### config.mk
export PLATFORM = sky130hd
export DESIGN_NAME = button_mode_fade_controller
export DESIGN_NICKNAME = d
export VERILOG_FILES = /design/src/hw/rtl/bmf_pkg.sv /design/src/hw/rtl/button_mode_fade_controller.sv /design/src/hw/rtl/bmf_front.sv /design/src/hw/rtl/bmf_exec.sv /design/src/hw/rtl/bmf_out.sv
export SDC_FILE = /design/constraint.sdc
export NUM_CORES = 1
export LEC_CHECK = 0
export BUFFER_PORTS_ARGS = -buffer_cell sky130_fd_sc_hd__buf_2
export CAP_MARGIN = 20
export CORE_MARGIN = 5
export CORE_UTILIZATION = 35
export DETAILED_ROUTE_END_ITERATION = 10
export GPL_ROUTABILITY_DRIVEN = 0
export SLEW_MARGIN = 20
export SYNTH_ARGS = -nofsm -noshare
export SYNTH_HDL_FRONTEND = slang
export SYNTH_SLANG_ARGS = --single-unit
### constraint.sdc
create_clock -name clk_i -period 17.2 [get_ports clk_i]
set_input_delay 2.58 -clock clk_i [delete_from_list [all_inputs] [get_ports clk_i]]
set_output_delay 2.58 -clock clk_i [all_outputs]
set_load 0.02 [all_outputs]
### src/hw/rtl/bmf_pkg.sv
// ----------------------------------------------------------------------------
// bmf_pkg
// Types, codes and constants shared by the button, mode and fade controller.
// ----------------------------------------------------------------------------
`default_nettype none

package bmf_pkg;

  typedef enum logic [1:0] {
    KIND_TICK   = 2'd0,
    KIND_MODE   = 2'd1,
    KIND_SAMPLE = 2'd2,
    KIND_NONE   = 2'd3
  } item_kind_e;

  typedef enum logic [1:0] {
    MD_OFF  = 2'd0,
    MD_LOW  = 2'd1,
    MD_MID  = 2'd2,
    MD_HIGH = 2'd3
  } mode_e;

  typedef enum logic [2:0] {
    CFG_DEBOUNCE   = 3'd0,
    CFG_LONG_PRESS = 3'd1,
    CFG_RESET_PRES = 3'd2,
    CFG_SESSION    = 3'd3,
    CFG_FADE_STEP  = 3'd4,
    CFG_LOW_LEVEL  = 3'd5,
    CFG_MID_LEVEL  = 3'd6,
    CFG_HIGH_LEVEL = 3'd7
  } cfg_idx_e;

  localparam int unsigned CfgIdxW  = 3;
  localparam int unsigned CfgDataW = 22;

  localparam logic [5:0]  DebounceRst   = 6'd30;
  localparam logic [12:0] LongPressRst  = 13'd1200;
  localparam logic [12:0] ResetPressRst = 13'd5000;
  localparam logic [21:0] SessionRst    = 22'd900000;
  localparam logic [6:0]  FadeStepRst   = 7'd2;
  localparam logic [8:0]  LowLevelRst   = 9'd102;
  localparam logic [8:0]  MidLevelRst   = 9'd179;
  localparam logic [8:0]  HighLevelRst  = 9'd256;

  localparam logic [3:0]  FadeTicks     = 4'd10;
  localparam logic [12:0] ShortMinTicks = 13'd50;
  localparam logic [5:0]  StableMax     = 6'd63;
  localparam logic [12:0] PressMax      = 13'd8191;
  localparam logic [21:0] SessionMax    = 22'd4194303;
  localparam logic [11:0] RemainMax     = 12'd4095;
  localparam logic [7:0]  DacMid        = 8'd127;

  // x / 1000 = (x >> 3) / 125, done as a reciprocal multiply, exact for 22-bit x
  localparam int unsigned DivPreShift = 3;
  localparam int unsigned RecipShift  = 26;
  localparam logic [19:0] Recip125    = 20'd536871;

  typedef struct packed {
    logic [5:0]  debounce;
    logic [12:0] long_press;
    logic [12:0] reset_press;
    logic [21:0] session;
    logic [6:0]  fade_step;
    logic [8:0]  low_level;
    logic [8:0]  mid_level;
    logic [8:0]  high_level;
  } cfg_t;

  typedef struct packed {
    item_kind_e kind;
    logic       button;
    mode_e      mode_req;
    logic [7:0] sample;
  } q_entry_t;

  typedef struct packed {
    mode_e       mode;
    logic [8:0]  amp;
    logic [7:0]  dac;
    logic        blink;
    logic        rreq;
    logic        active;
    logic [21:0] diff;
  } res_t;

endpackage

`default_nettype wire

### src/hw/rtl/button_mode_fade_controller.sv
// ----------------------------------------------------------------------------
// button_mode_fade_controller
// Button debounce and press timing, mode cycling, session timer, amplitude
// fade and sample scaling; one result per input item.
//
//   Channel | Handshake                 | Payload
//   --------+---------------------------+-------------------------------------
//   in      | in_valid_i / in_stall_o   | kind, button_level, mode_request,
//           |                           | sample_in
//   out     | out_valid_o / out_stall_i | mode, amp_scale, dac_value,
//           |                           | remaining_s, blink_event, reset_request
//   cfg     | cfg_valid_i / cfg_ready_o | cfg_index_i, cfg_data_i
//
// One item per cycle sustained while out_stall_i is low; each item passes
// the queue and the state update register, then the seconds conversion
// feeds the output register.
// A two-entry queue sits between front and state update; in_stall_o rises
// only when it is full. cfg_ready_o is always high.
// Reset restores the register defaults and the idle state at once.
// ----------------------------------------------------------------------------
`default_nettype none

module button_mode_fade_controller (
  input  wire logic                          clk_i,
  input  wire logic                          rst_ni,
  input  wire logic                          in_valid_i,
  output logic                               in_stall_o,
  input  wire logic [1:0]                    kind_i,
  input  wire logic                          button_level_i,
  input  wire logic [1:0]                    mode_request_i,
  input  wire logic [7:0]                    sample_in_i,
  output logic                               out_valid_o,
  input  wire logic                          out_stall_i,
  output logic [1:0]                         mode_o,
  output logic [8:0]                         amp_scale_o,
  output logic [7:0]                         dac_value_o,
  output logic [11:0]                        remaining_s_o,
  output logic                               blink_event_o,
  output logic                               reset_request_o,
  input  wire logic                          cfg_valid_i,
  output logic                               cfg_ready_o,
  input  wire logic [bmf_pkg::CfgIdxW-1:0]   cfg_index_i,
  input  wire logic [bmf_pkg::CfgDataW-1:0]  cfg_data_i
);
  import bmf_pkg::*;

  logic     q_valid;
  q_entry_t q_head;
  logic     q_pop;
  logic     res_valid;
  res_t     res;
  logic     res_ready;

  assign cfg_ready_o = 1'b1;

  bmf_front u_front (
    .clk_i          (clk_i),
    .rst_ni         (rst_ni),
    .in_valid_i     (in_valid_i),
    .in_stall_o     (in_stall_o),
    .kind_i         (kind_i),
    .button_level_i (button_level_i),
    .mode_request_i (mode_request_i),
    .sample_in_i    (sample_in_i),
    .q_valid_o      (q_valid),
    .q_head_o       (q_head),
    .q_pop_i        (q_pop)
  );

  bmf_exec u_exec (
    .clk_i       (clk_i),
    .rst_ni      (rst_ni),
    .cfg_valid_i (cfg_valid_i && cfg_ready_o),
    .cfg_index_i (cfg_index_i),
    .cfg_data_i  (cfg_data_i),
    .q_valid_i   (q_valid),
    .q_head_i    (q_head),
    .q_pop_o     (q_pop),
    .res_valid_o (res_valid),
    .res_o       (res),
    .res_ready_i (res_ready)
  );

  bmf_out u_out (
    .clk_i           (clk_i),
    .rst_ni          (rst_ni),
    .res_valid_i     (res_valid),
    .res_i           (res),
    .res_ready_o     (res_ready),
    .out_valid_o     (out_valid_o),
    .out_stall_i     (out_stall_i),
    .mode_o          (mode_o),
    .amp_scale_o     (amp_scale_o),
    .dac_value_o     (dac_value_o),
    .remaining_s_o   (remaining_s_o),
    .blink_event_o   (blink_event_o),
    .reset_request_o (reset_request_o)
  );

endmodule

`default_nettype wire

### src/hw/rtl/bmf_front.sv
// ----------------------------------------------------------------------------
// bmf_front
// Accepts input items, classifies them and holds them in a two-entry queue.
// ----------------------------------------------------------------------------
`default_nettype none

module bmf_front (
  input  wire logic              clk_i,
  input  wire logic              rst_ni,
  input  wire logic              in_valid_i,
  output logic                   in_stall_o,
  input  wire logic [1:0]        kind_i,
  input  wire logic              button_level_i,
  input  wire logic [1:0]        mode_request_i,
  input  wire logic [7:0]        sample_in_i,
  output logic                   q_valid_o,
  output bmf_pkg::q_entry_t      q_head_o,
  input  wire logic              q_pop_i
);
  import bmf_pkg::*;

  q_entry_t   fifo_q [2];
  q_entry_t   entry;
  logic       wr_ptr_q, wr_ptr_d;
  logic       rd_ptr_q, rd_ptr_d;
  logic [1:0] count_q, count_d;
  logic       push, pop;

  always_comb begin
    entry.kind     = item_kind_e'(kind_i);
    entry.button   = button_level_i;
    entry.mode_req = mode_e'(mode_request_i);
    entry.sample   = sample_in_i;
  end

  assign in_stall_o = (count_q == 2'd2);
  assign push       = in_valid_i && !in_stall_o;
  assign q_valid_o  = (count_q != 2'd0);
  assign pop        = q_pop_i && q_valid_o;
  assign q_head_o   = fifo_q[rd_ptr_q];

  always_comb begin
    wr_ptr_d = push ? !wr_ptr_q : wr_ptr_q;
    rd_ptr_d = pop ? !rd_ptr_q : rd_ptr_q;
    count_d  = count_q + {1'b0, push} - {1'b0, pop};
  end

  always_ff @(posedge clk_i or negedge rst_ni) begin
    if (!rst_ni) begin
      wr_ptr_q <= 1'b0;
      rd_ptr_q <= 1'b0;
      count_q  <= 2'd0;
    end else begin
      wr_ptr_q <= wr_ptr_d;
      rd_ptr_q <= rd_ptr_d;
      count_q  <= count_d;
    end
  end

  always_ff @(posedge clk_i) begin
    if (push) begin
      fifo_q[wr_ptr_q] <= entry;
    end
  end

endmodule

`default_nettype wire

### src/hw/rtl/bmf_exec.sv
// ----------------------------------------------------------------------------
// bmf_exec
// Configuration registers and controller state: debounce, press timing, mode,
// session timer, fade, sample scaling; a queued item a cycle unless stalled.
// ----------------------------------------------------------------------------
`default_nettype none

module bmf_exec (
  input  wire logic                          clk_i,
  input  wire logic                          rst_ni,
  input  wire logic                          cfg_valid_i,
  input  wire logic [bmf_pkg::CfgIdxW-1:0]   cfg_index_i,
  input  wire logic [bmf_pkg::CfgDataW-1:0]  cfg_data_i,
  input  wire logic                          q_valid_i,
  input  wire bmf_pkg::q_entry_t             q_head_i,
  output logic                               q_pop_o,
  output logic                               res_valid_o,
  output bmf_pkg::res_t                      res_o,
  input  wire logic                          res_ready_i
);
  import bmf_pkg::*;

  cfg_t        cfg_q;
  logic        last_raw_q, last_raw_d;
  logic        deb_q, deb_d;
  logic [5:0]  stable_q, stable_d;
  logic [12:0] press_q, press_d;
  logic        long_q, long_d;
  logic        rst_done_q, rst_done_d;
  mode_e       mode_q, mode_d;
  logic [8:0]  target_q, target_d;
  logic [8:0]  level_q, level_d;
  logic [3:0]  div_q, div_d;
  logic [21:0] sess_q, sess_d;
  logic [7:0]  dac_q, dac_d;
  logic        res_valid_q;
  res_t        res_q, res_d;

  logic               step;
  logic               blink, rreq;
  logic               accept;
  mode_e              new_mode;
  logic [9:0]         level_up;
  logic signed [9:0]  centred;
  logic signed [19:0] scaled;
  logic signed [12:0] dac_s;

  assign step        = q_valid_i && (!res_valid_q || res_ready_i);
  assign q_pop_o     = step;
  assign res_valid_o = res_valid_q;
  assign res_o       = res_q;

  function automatic logic [8:0] level_of(input mode_e m, input cfg_t c);
    logic [8:0] l;
    unique case (m)
      MD_LOW:  l = c.low_level;
      MD_MID:  l = c.mid_level;
      MD_HIGH: l = c.high_level;
      default: l = 9'd0;
    endcase
    return l;
  endfunction

  always_comb begin
    last_raw_d = last_raw_q;
    deb_d      = deb_q;
    stable_d   = stable_q;
    press_d    = press_q;
    long_d     = long_q;
    rst_done_d = rst_done_q;
    mode_d     = mode_q;
    target_d   = target_q;
    level_d    = level_q;
    div_d      = div_q;
    sess_d     = sess_q;
    dac_d      = dac_q;
    blink      = 1'b0;
    rreq       = 1'b0;
    accept     = 1'b0;
    new_mode   = mode_e'(mode_q + 2'd1);
    level_up   = 10'd0;
    centred    = $signed({2'b00, q_head_i.sample}) - 10'sd127;
    scaled     = centred * $signed({1'b0, level_q});
    dac_s      = $signed({5'd0, DacMid}) + $signed({scaled[19], scaled[19:8]});

    unique case (q_head_i.kind)
      KIND_TICK: begin
        if (!deb_q && press_q != PressMax) begin
          press_d = press_q + 13'd1;
        end
        if (q_head_i.button != last_raw_q) begin
          stable_d = 6'd0;
        end else if (stable_q != StableMax) begin
          stable_d = stable_q + 6'd1;
        end
        last_raw_d = q_head_i.button;
        accept = (stable_d > cfg_q.debounce || stable_d == StableMax) &&
                 (q_head_i.button != deb_q);
        if (accept) begin
          deb_d = q_head_i.button;
          if (!q_head_i.button) begin
            press_d    = 13'd0;
            long_d     = 1'b0;
            rst_done_d = 1'b0;
          end else if (!long_q && !rst_done_q && press_d >= ShortMinTicks &&
                       press_d < cfg_q.long_press) begin
            mode_d   = new_mode;
            target_d = level_of(new_mode, cfg_q);
            if (new_mode != MD_OFF) begin
              sess_d = 22'd0;
            end
          end
        end
        if (!deb_d && !long_d && !rst_done_d && press_d >= cfg_q.long_press &&
            press_d < cfg_q.reset_press) begin
          long_d   = 1'b1;
          mode_d   = MD_OFF;
          target_d = 9'd0;
          blink    = 1'b1;
        end
        if (!deb_d && !rst_done_d && press_d >= cfg_q.reset_press) begin
          rst_done_d = 1'b1;
          rreq       = 1'b1;
        end
        if (mode_d != MD_OFF) begin
          if (sess_d != SessionMax) begin
            sess_d = sess_d + 22'd1;
          end
          if (sess_d >= cfg_q.session) begin
            mode_d   = MD_OFF;
            target_d = 9'd0;
            blink    = 1'b1;
          end
        end
        div_d = div_q + 4'd1;
        if (div_d >= FadeTicks) begin
          div_d = 4'd0;
          if (level_q < target_d) begin
            level_up = {1'b0, level_q} + {3'd0, cfg_q.fade_step};
            level_d  = (level_up > {1'b0, target_d}) ? target_d : level_up[8:0];
          end else if (level_q > target_d) begin
            if ((level_q - target_d) < {2'd0, cfg_q.fade_step}) begin
              level_d = target_d;
            end else begin
              level_d = level_q - {2'd0, cfg_q.fade_step};
            end
          end
        end
      end
      KIND_MODE: begin
        mode_d   = q_head_i.mode_req;
        target_d = level_of(q_head_i.mode_req, cfg_q);
        if (q_head_i.mode_req != MD_OFF) begin
          sess_d = 22'd0;
        end
      end
      KIND_SAMPLE: begin
        if (dac_s < 13'sd0) begin
          dac_d = 8'd0;
        end else if (dac_s > 13'sd255) begin
          dac_d = 8'd255;
        end else begin
          dac_d = dac_s[7:0];
        end
      end
      default: begin
      end
    endcase

    res_d.mode   = mode_d;
    res_d.amp    = level_d;
    res_d.dac    = dac_d;
    res_d.blink  = blink;
    res_d.rreq   = rreq;
    res_d.active = (mode_d != MD_OFF) && (sess_d < cfg_q.session);
    res_d.diff   = cfg_q.session - sess_d;
  end

  always_ff @(posedge clk_i or negedge rst_ni) begin
    if (!rst_ni) begin
      cfg_q.debounce    <= DebounceRst;
      cfg_q.long_press  <= LongPressRst;
      cfg_q.reset_press <= ResetPressRst;
      cfg_q.session     <= SessionRst;
      cfg_q.fade_step   <= FadeStepRst;
      cfg_q.low_level   <= LowLevelRst;
      cfg_q.mid_level   <= MidLevelRst;
      cfg_q.high_level  <= HighLevelRst;
    end else if (cfg_valid_i) begin
      unique case (cfg_idx_e'(cfg_index_i))
        CFG_DEBOUNCE:   cfg_q.debounce    <= cfg_data_i[5:0];
        CFG_LONG_PRESS: cfg_q.long_press  <= cfg_data_i[12:0];
        CFG_RESET_PRES: cfg_q.reset_press <= cfg_data_i[12:0];
        CFG_SESSION:    cfg_q.session     <= cfg_data_i;
        CFG_FADE_STEP:  cfg_q.fade_step   <= cfg_data_i[6:0];
        CFG_LOW_LEVEL:  cfg_q.low_level   <= cfg_data_i[8:0];
        CFG_MID_LEVEL:  cfg_q.mid_level   <= cfg_data_i[8:0];
        CFG_HIGH_LEVEL: cfg_q.high_level  <= cfg_data_i[8:0];
        default: begin
        end
      endcase
    end
  end

  always_ff @(posedge clk_i or negedge rst_ni) begin
    if (!rst_ni) begin
      last_raw_q <= 1'b1;
      deb_q      <= 1'b1;
      stable_q   <= 6'd0;
      press_q    <= 13'd0;
      long_q     <= 1'b0;
      rst_done_q <= 1'b0;
      mode_q     <= MD_OFF;
      target_q   <= 9'd0;
      level_q    <= 9'd0;
      div_q      <= 4'd0;
      sess_q     <= 22'd0;
      dac_q      <= DacMid;
    end else if (step) begin
      last_raw_q <= last_raw_d;
      deb_q      <= deb_d;
      stable_q   <= stable_d;
      press_q    <= press_d;
      long_q     <= long_d;
      rst_done_q <= rst_done_d;
      mode_q     <= mode_d;
      target_q   <= target_d;
      level_q    <= level_d;
      div_q      <= div_d;
      sess_q     <= sess_d;
      dac_q      <= dac_d;
    end
  end

  always_ff @(posedge clk_i or negedge rst_ni) begin
    if (!rst_ni) begin
      res_valid_q <= 1'b0;
    end else if (!res_valid_q || res_ready_i) begin
      res_valid_q <= q_valid_i;
    end
  end

  always_ff @(posedge clk_i) begin
    if (step) begin
      res_q <= res_d;
    end
  end

endmodule

`default_nettype wire

### src/hw/rtl/bmf_out.sv
// ----------------------------------------------------------------------------
// bmf_out
// Output register: converts the session ticks left into whole seconds and
// holds the result until it is taken.
// ----------------------------------------------------------------------------
`default_nettype none

module bmf_out (
  input  wire logic          clk_i,
  input  wire logic          rst_ni,
  input  wire logic          res_valid_i,
  input  wire bmf_pkg::res_t res_i,
  output logic               res_ready_o,
  output logic               out_valid_o,
  input  wire logic          out_stall_i,
  output logic [1:0]         mode_o,
  output logic [8:0]         amp_scale_o,
  output logic [7:0]         dac_value_o,
  output logic [11:0]        remaining_s_o,
  output logic               blink_event_o,
  output logic               reset_request_o
);
  import bmf_pkg::*;

  logic        out_valid_q;
  logic [1:0]  mode_q;
  logic [8:0]  amp_q;
  logic [7:0]  dac_q;
  logic [11:0] remain_q, remain_d;
  logic        blink_q;
  logic        rreq_q;
  logic [38:0] prod;
  logic [12:0] secs;
  logic        load;

  assign res_ready_o = !out_valid_q || !out_stall_i;
  assign load        = res_valid_i && res_ready_o;

  always_comb begin
    prod = {20'd0, res_i.diff[21:DivPreShift]} * {19'd0, Recip125};
    secs = prod[RecipShift +: 13];
    if (!res_i.active) begin
      remain_d = 12'd0;
    end else if (secs > {1'b0, RemainMax}) begin
      remain_d = RemainMax;
    end else begin
      remain_d = secs[11:0];
    end
  end

  always_ff @(posedge clk_i or negedge rst_ni) begin
    if (!rst_ni) begin
      out_valid_q <= 1'b0;
    end else if (res_ready_o) begin
      out_valid_q <= res_valid_i;
    end
  end

  always_ff @(posedge clk_i) begin
    if (load) begin
      mode_q   <= res_i.mode;
      amp_q    <= res_i.amp;
      dac_q    <= res_i.dac;
      remain_q <= remain_d;
      blink_q  <= res_i.blink;
      rreq_q   <= res_i.rreq;
    end
  end

  assign out_valid_o     = out_valid_q;
  assign mode_o          = mode_q;
  assign amp_scale_o     = amp_q;
  assign dac_value_o     = dac_q;
  assign remaining_s_o   = remain_q;
  assign blink_event_o   = blink_q;
  assign reset_request_o = rreq_q;

endmodule

`default_nettype wire

==> reports/qor.yml, run 1 <==
ys_seq_area_share_pct: 28.92
cpMostUsedCell: "ha_1"
viasPerCell: 5.310
maxCapViolCount: 0
area_growth_pct: 10.42
pin_count: 79
dp_hpwl_microns: 51160
skew_ns: 0.04389
dieArea_sq_um: 77980
netlist_area_sq_um: 25370
cp_slowest_stage_delay_ns: 0.65
startpoint_type: "register"
cp-startpoint: "u_exec.press_q[0]$_DFFE_PN0P_"
antenna_left: 0
min_period_ns: 12.29
syn_nets: 3149
drc: 0
crit_path_end_kind: "register"
ys_async_sr_fraction_pct: 63.10
numPortBuffers: 77
fin_crit_sh_pct: 71.48
drive_gt1_share_pct: 12.24
num_rows: 98
synth_warnings: 0
synth_flop_cell: "dfrtp_1"
cp.required_ns: 17.61
cts_buffers: 35
synth_mux_area_share_pct: 3.930
hp-start: "u_exec.res_o[42]$_DFFE_PP_"
dr_total_vias: 19354
insertion_delay_ns: 0.57
layout_common_cells: "ha_1 (353), inv_1 (316), nand2_1 (234)"
fin_setup_tns_ns: 0
synth_seq_cells: 271
cts_resized: 0
firstDrtPassIters: 8
gr-total-overflow: 0
drt-initial-drc-count: 1517
clockBufferDepth: 3
r2r_start: "u_exec.press_q[0]$_DFFE_PN0P_"
track_usage_pct: 17.24
ys_types: 109
grt_start_max_net_pins: 105
synth-compound-area-share_pct: 15.37
final_common_cell: "ha_1"
status: "completed"
insertedDiodeCount: 0
routed_wl_microns: 66690
avgSynthCellArea_sq_um: 9.684
core_area_sq_um: 71730
placedCellCount: 3581
hold_buffers: 0
max_freq_ghz: 0.08133
min_path_type: "register to register"
hold_slack_ns: 0.4056
grt_pass1_wl_microns: 109100
synth-xor-area-share_pct: 3.620
fin_nets: 3197
start_util_pct: 35.37
wl_per_cell_microns: 18.30
postLayoutCoreUtil_pct: 39.06
rsz0062_at_grt: "no"
clkTransAtPathRegs_ns: 0.06
h-tree-depth: 2
synth_top_family_by_area: "adder cells"
cts_tree: "done"
synth-edff-count: 100
die_y_microns: 279.3
slew_headroom_pct: 33.61
cts_root_buf: "clkbuf_16"
worstSetupPathType: "register to register"
cts.sinks: 271
synthAdderAreaFrac_pct: 27.90
die-width_microns: 279.3
grt_pass1_vias: 19419
hold_viol: 0
antenna_found_initial: 0
finalSetupViolations: 0
slew_viol_final: 0
worstMarginPinSlew_ns: 0.9883
n_fill_cell: 7128
arrival_ns: 12.70
cp_slowest_cell: "o22ai_1"
fin_cells: 3645
syn_inst: 2620
synth_simple_gate_area_share_pct: 13.94
postCtsSetupRepairBufs: 0
crit_fanout: 30
==> critical path: cells and delay by family, from the launching register on <==
family	cells	cell delay (ns)
buf+inv	3	0.50
fa+ha+maj	7	1.72
flops	1	0.43
xor+xnor	2	0.38
simple gates	14	2.60
compound gates	20	6.48
==> layer usage <==
metal / vias up / routed length (microns) / track usage, %
met5: - / 0 / 0
met4: 0 / 1255 / 3.918
met3: 92 / 3668 / 2.634
met2: 525 / 30180 / 27.72
met1: 9384 / 31590 / 24.65
li1: 9353 / - / -
==> final timing paths <==
path	end	slack, ns	cells past startpoint
max	u_exec.res_o[33]$_DFFE_PP_	4.91	46
max in group asynchronous	u_exec.cfg_q[32]$_DFFE_PN0P_	13.56	2
max reg2reg	u_exec.res_o[33]$_DFFE_PP_	4.91	46
min reg2reg	u_out.mode_o[0]$_DFFE_PP_	0.41	0
min	u_out.mode_o[0]$_DFFE_PP_	0.41	0
min in group asynchronous	u_exec.sess_q[2]$_DFFE_PN0P_	2.13	1
==> state kept, by name (all words and copies together), names as in the netlist, 2 cells and up <==
name and cells:
u_front.count_q 2, u_out.mode_o 2, u_out.dac_value_o 8, u_exec.press_q 13, u_exec.mode_q 2, u_exec.target_q 9, u_out.amp_scale_o 9, u_exec.sess_q 22
u_out.remaining_s_o 12, u_exec.div_q 4, u_exec.dac_q 8, u_exec.level_q 9, u_front.fifo_q 26, u_exec.res_o 41, u_exec.cfg_q 88, u_exec.stable_q 6
==> synth_stat cells (9+ instances only) <==
library cell  number  share of area (%)
a31oi_1           21               0.52
a21oi_1          103                2.0
a21o_1            51                1.5
o211ai_1          12               0.36
a222oi_1           9               0.36
and2_1            45                1.1
o21bai_1          10               0.30
nand4_1           27               0.67
nor3_1            41               0.81
ha_1             353                 17
mux2i_1           25               0.99
clkbuf_1          70                1.0
xor2_1            46                1.6
o21a_1            18               0.53
nor2_1           139                2.1
xnor2_1           57                2.0
and4_1            11               0.38
or2_2             17               0.42
nand2_1          234                3.5
nor2b_1           37               0.91
o21ai_0          114                2.2
and3_1            21               0.52
mux2_2            61                2.7
inv_1            316                4.7
dfrtp_1          127                 13
dfstp_2           44                4.6
edfxtp_1         100                 12
a22o_1            18               0.62
a211oi_1          20               0.59
o31a_1             9               0.31
o31ai_1           23               0.68
a211o_1            9               0.31
o221ai_1           9               0.31
or3_1             16               0.39
nand2b_1          21               0.52
nand3_1           41               0.81
fa_1             133                 10
==> kinds of logic after synthesis <==
group	Yosys count
simple gates	704
flops	271
fa+ha+maj	486
compound gates	552
buf+inv	413
mux	89
xor+xnor	104
other cells	1
==> cell type report <==
cell class	count	area (sq um)	share of cell area (%)
multi-input cells	1936	16470	58.78
flip-flops and latches	271	7337	26.19
inverters	319	1197	4.274
well taps	950	1189	4.243
clock buffers	44	939.7	3.354
repair buffers	105	604.3	2.157
clock inverters	20	282.8	1.009
==> per-stage QoR <==
stage          cell area [sq um]  worst slack, ns
5_1_grt                    28020            3.775
2_1_floorplan              25370            7.131
4_1_cts                    28020            5.139
6_report                   28020            4.905
3_5_place_dp               26790            5.214
3_3_place_gp               26790            5.383
Power of run 1 is left out: the tool's default activity adds up to more than one toggle a clock period on the data nets, which glitch-free logic cannot reach.
==> run 2, diff against run 1 <==
clock period = 11.53 ns   (was 17.2 ns; I/O delays follow)
==> run 2 against run 1 <==
  * Via count about the same
  * Global-route usage decreased by 0.095 points
  * Flip-flop and latch count unchanged
  * Critical path depth increased by 3
  * Critical endpoint is now u_exec.res_o[40]$_DFFE_PP_
==> reports/qor.yml, run 2 (synthesis gave the netlist of run 1 again) <==
h-tree-depth: 2
grt_pass1_wl_microns: 108700
slew_headroom_pct: 31.03
antenna_found_initial: 3
worstMarginPinSlew_ns: 1.027
die_y_microns: 279.3
area_growth_pct: 11.15
min_period_ns: 10.76
cts_tree: "done"
slew_viol_final: 0
routed_wl_microns: 67230
largest_reg_flops: 88
cp.required_ns: 11.92
die-width_microns: 279.3
dieArea_sq_um: 77980
clockBufferDepth: 3
firstDrtPassIters: 5
maxCapViolCount: 0
fin_nets: 3210
max_freq_ghz: 0.09291
track_usage_pct: 17.15
rrSetupSlack_ns: 0.77
grt_pass1_vias: 19385
status: "completed"
cts.sinks: 271
cts_root_buf: "clkbuf_16"
cts_buffers: 35
fin_setup_tns_ns: 0
regMostFlops: "u_exec.cfg_q"
core_area_sq_um: 71730
wl_per_cell_microns: 18.38
skew_ns: 0.03753
grt_start_max_net_pins: 103
final_common_cell: "ha_1"
cp_slowest_cell: "dfrtp_1"
crit_fanout: 9
num_rows: 98
start_util_pct: 35.37
hold_viol: 0
crit_path_end_kind: "register"
numPortBuffers: 77
finalSetupViolations: 0
min_path_type: "register to register"
insertedDiodeCount: 0
drc: 0
worstSetupPathType: "register to register"
antenna_left: 0
fin_crit_sh_pct: 93.35
pin_count: 79
gr-total-overflow: 0
dp_hpwl_microns: 51760
drive_gt1_share_pct: 12.92
insertion_delay_ns: 0.58
startpoint_type: "register"
clkTransAtPathRegs_ns: 0.06
arrival_ns: 11.15
layout_common_cells: "ha_1 (353), inv_1 (316), nand2_1 (234)"
cp_slowest_stage_delay_ns: 0.43
dr_total_vias: 19359
hold_buffers: 0
postLayoutCoreUtil_pct: 39.32
viasPerCell: 5.292
n_fill_cell: 7098
drt-initial-drc-count: 1544
[run 2: metal layers]
| layer | wire, microns | GRT usage [%] |
|---|---|---|
| met1 | 31620 | 24.24 |
| met2 | 30270 | 27.69 |
| met3 | 3738 | 2.860 |
| met4 | 1573 | 3.943 |
| met5 | 28 | 0 |
[run 2: what timing repair did]
item                       4_1_cts  5_1_grt
setup endpoints to repair        0       18
setup buffers                    0        4
gates resized for setup          0       13
[run 2: stage by stage]
step | setup WS, ns | instances | hold slack, ns | instance area [sq um]
after floorplan | 1.461 | 2620 | 0.4003 | 25370
after global placement | 0.2860 | 3590 | 0.4015 | 26860
after detailed placement | 0.1582 | 3590 | 0.4045 | 26860
after CTS | 0.07817 | 3654 | 0.4170 | 28090
after global routing | -0.003386 | 3658 | 0.4221 | 28200
final | 0.7671 | 3658 | 0.4147 | 28200
[run 2: worst paths after layout]
check / start / to / cells past startpoint
worst max-delay path: u_exec.press_q[0]$_DFFE_PN0P_ / u_exec.res_o[40]$_DFFE_PP_ / 49
worst min-delay path: u_exec.res_o[31]$_DFFE_PP_ / u_out.dac_value_o[6]$_DFFE_PP_ / 0
worst max register to register: u_exec.press_q[0]$_DFFE_PN0P_ / u_exec.res_o[40]$_DFFE_PP_ / 49
worst min register to register: u_exec.res_o[31]$_DFFE_PP_ / u_out.dac_value_o[6]$_DFFE_PP_ / 0
max in group asynchronous: rst_ni / u_exec.level_q[3]$_DFFE_PN0P_ / 2
min in group asynchronous: rst_ni / u_exec.cfg_q[66]$_DFFE_PN0P_ / 1
[run 2: critical path, delay by kind of cell (launching register included)]
kind	cells	cell delay [ns]
mux	1	0.11
xor+xnor	3	0.60
compound gates	21	4.53
fa+ha+maj	6	1.51
buf+inv	2	0.30
flops	1	0.43
simple gates	16	3.09
[run 2: cell type report]
type / instances / area [sq um] / area share, %
clock buffers: 45 / 963.4 / 3.416
clock inverters: 19 / 266.5 / 0.9450
well taps: 950 / 1189 / 4.215
multi-input cells: 1936 / 16530 / 58.62
repair buffers: 118 / 718.2 / 2.547
flip-flops and latches: 271 / 7337 / 26.02
inverters: 319 / 1197 / 4.246
Power of run 2 is left out for the same reason.
==> run 3, diff against run 2 <==
BUFFER_PORTS_ARGS = -buffer_cell sky130_fd_sc_hd__buf_4   (was -buffer_cell sky130_fd_sc_hd__buf_2)
==> run 3 against run 2 <==
  * Register-to-register slack about the same
  * Flip-flop and latch count unchanged
  * First-iteration DRC count increased by 1.4%
  * Critical path depth decreased by 3
  * Sequential share of layout area decreased by 0.068 points
  * Routed wire length increased by 0.60%
  * Count of clock-buffer cells in the layout increased by 4
  * Core utilization increased by 0.11 points
  * Worst setup slack got worse by 0.0027 ns
  * Via count increased by 0.18%
  * Non-clock buffer count decreased by 4
  * Largest cell class unchanged
==> reports/qor.yml, run 3 (synthesis gave the netlist of run 1 again) <==
status: "completed"
hp-start: "u_exec.res_o[31]$_DFFE_PP_"
hold_buffers: 0
die_y_microns: 279.3
cp_slowest_cell: "and4_1"
dp_hpwl_microns: 51900
fin_ws_ns: 0.7644
antenna_left: 0
clkTransAtPathRegs_ns: 0.07
cpMostUsedCell: "ha_1"
cp-endpoint: "u_exec.res_o[40]$_DFFE_PP_"
crit_fanout: 9
num_rows: 98
max_freq_ghz: 0.09289
regMostFlops: "u_exec.cfg_q"
drt-initial-drc-count: 1565
min_period_ns: 10.77
insertion_delay_ns: 0.56
r2r-end: "u_exec.res_o[40]$_DFFE_PP_"
finalSetupViolations: 0
numPortBuffers: 77
cp-startpoint: "u_exec.press_q[9]$_DFFE_PN0P_"
drive_gt1_share_pct: 12.81
drc: 0
slew_viol_final: 0
hold_viol: 0
track_usage_pct: 17.22
worstMarginPinSlew_ns: 0.9611
wl_per_cell_microns: 18.52
dp_slack_ns: 0.1199
slew_headroom_pct: 34.10
final_common_cell: "ha_1"
viasPerCell: 5.310
dieArea_sq_um: 77980
cp_slowest_stage_delay_ns: 0.53
crit_path_end_kind: "register"
start_util_pct: 35.37
largest_reg_flops: 88
rrSetupSlack_ns: 0.76
reg2reg_depth: 46
fin_nets: 3205
placed_cell_area_sq_um: 27020
routed_wl_microns: 67630
cts_tree: "done"
gr-total-overflow: 0
area_growth_pct: 11.46
insertedDiodeCount: 0
dr_total_vias: 19393
postLayoutCoreUtil_pct: 39.43
core_area_sq_um: 71730
die-width_microns: 279.3
h-tree-depth: 2
arrival_ns: 11.16
firstDrtPassIters: 8
grt_start_max_net_pins: 93
startpoint_type: "register"
hold_slack_ns: 0.4178
skew_ns: 0.02419
min_path_type: "register to register"
pin_count: 79
maxCapViolCount: 0
grt_pass1_vias: 19340
cts_root_buf: "clkbuf_16"
r2r_start: "u_exec.press_q[9]$_DFFE_PN0P_"
layout_common_cells: "ha_1 (353), inv_1 (316), nand2_1 (234)"
clockBufferDepth: 3
worstSetupPathType: "register to register"
antenna_found_initial: 0
grt_pass1_wl_microns: 109300
cp.required_ns: 11.93
fin_crit_sh_pct: 93.37
cts.sinks: 271
final_area_sq_um: 28280
cts_buffers: 34
-- run 3: cell count changes in the layout (fill, tap and decap cells not counted), sizes merged --
cell | previous run | this run
buf | 117 | 113
inv | 323 | 322
clkinv | 10 | 6
bufinv | 4 | 3
clkbuf | 46 | 50
-- run 3: layout make-up --
type | instances | area, sq um
Inverter | 319 | 1197
Tap cell | 950 | 1189
Sequential cell | 271 | 7338
Multi-Input combinational cell | 1936 | 16540
Clock inverter | 13 | 167.7
Clock buffer | 49 | 987.2
Fill cell | 7097 | 43450
Timing Repair Buffer | 114 | 865.8
-- run 3: how the worst min path moves through the flow --
stage,endpoint,cells past startpoint,slack [ns]
2_1_floorplan,u_out.amp_scale_o[0]$_DFFE_PP_,0,0.40
3_3_place_gp,u_out.amp_scale_o[8]$_DFFE_PP_,0,0.40
3_5_place_dp,u_out.amp_scale_o[5]$_DFFE_PP_,0,0.41
4_1_cts,u_out.dac_value_o[6]$_DFFE_PP_,0,0.42
5_1_grt,u_out.dac_value_o[2]$_DFFE_PP_,0,0.43
6_report,u_out.dac_value_o[6]$_DFFE_PP_,0,0.42
-- run 3: layer usage --
layer | part of all wire [%] | up-vias | track usage [%]
li1 | - | 9362 | -
met1 | 47 | 9463 | 24.38
met2 | 46 | 476 | 27.85
met3 | 5.4 | 92 | 2.759
met4 | 2.2 | 0 | 3.956
met5 | 0 | - | 0
-- run 3: metrics by stage --
step	TNS, ns	cells
2_1_floorplan	0	2620
3_3_place_gp	0	3586
3_5_place_dp	0	3586
4_1_cts	0	3648
5_1_grt	-0.03635	3652
6_report	0	3652
-- run 3: worst max-delay path: cells and delay by family (launching register included) --
kind | cells | cell delay, ns
adders and majority gates | 6 | 1.50
and+or+nand+nor | 14 | 3.15
buffers and inverters | 2 | 0.33
AOI/OAI and AO/OA | 21 | 4.73
muxes | 1 | 0.10
DFF | 1 | 0.49
xor gates and xnor gates | 2 | 0.31
-- run 3: repair_timing --
item / in CTS / in global routing
setup buffers: 0 / 4
hold endpoints to repair: 0 / 0
setup endpoints to repair: 0 / 18
resized for setup: 0 / 16
Power of run 3 is left out for the same reason.
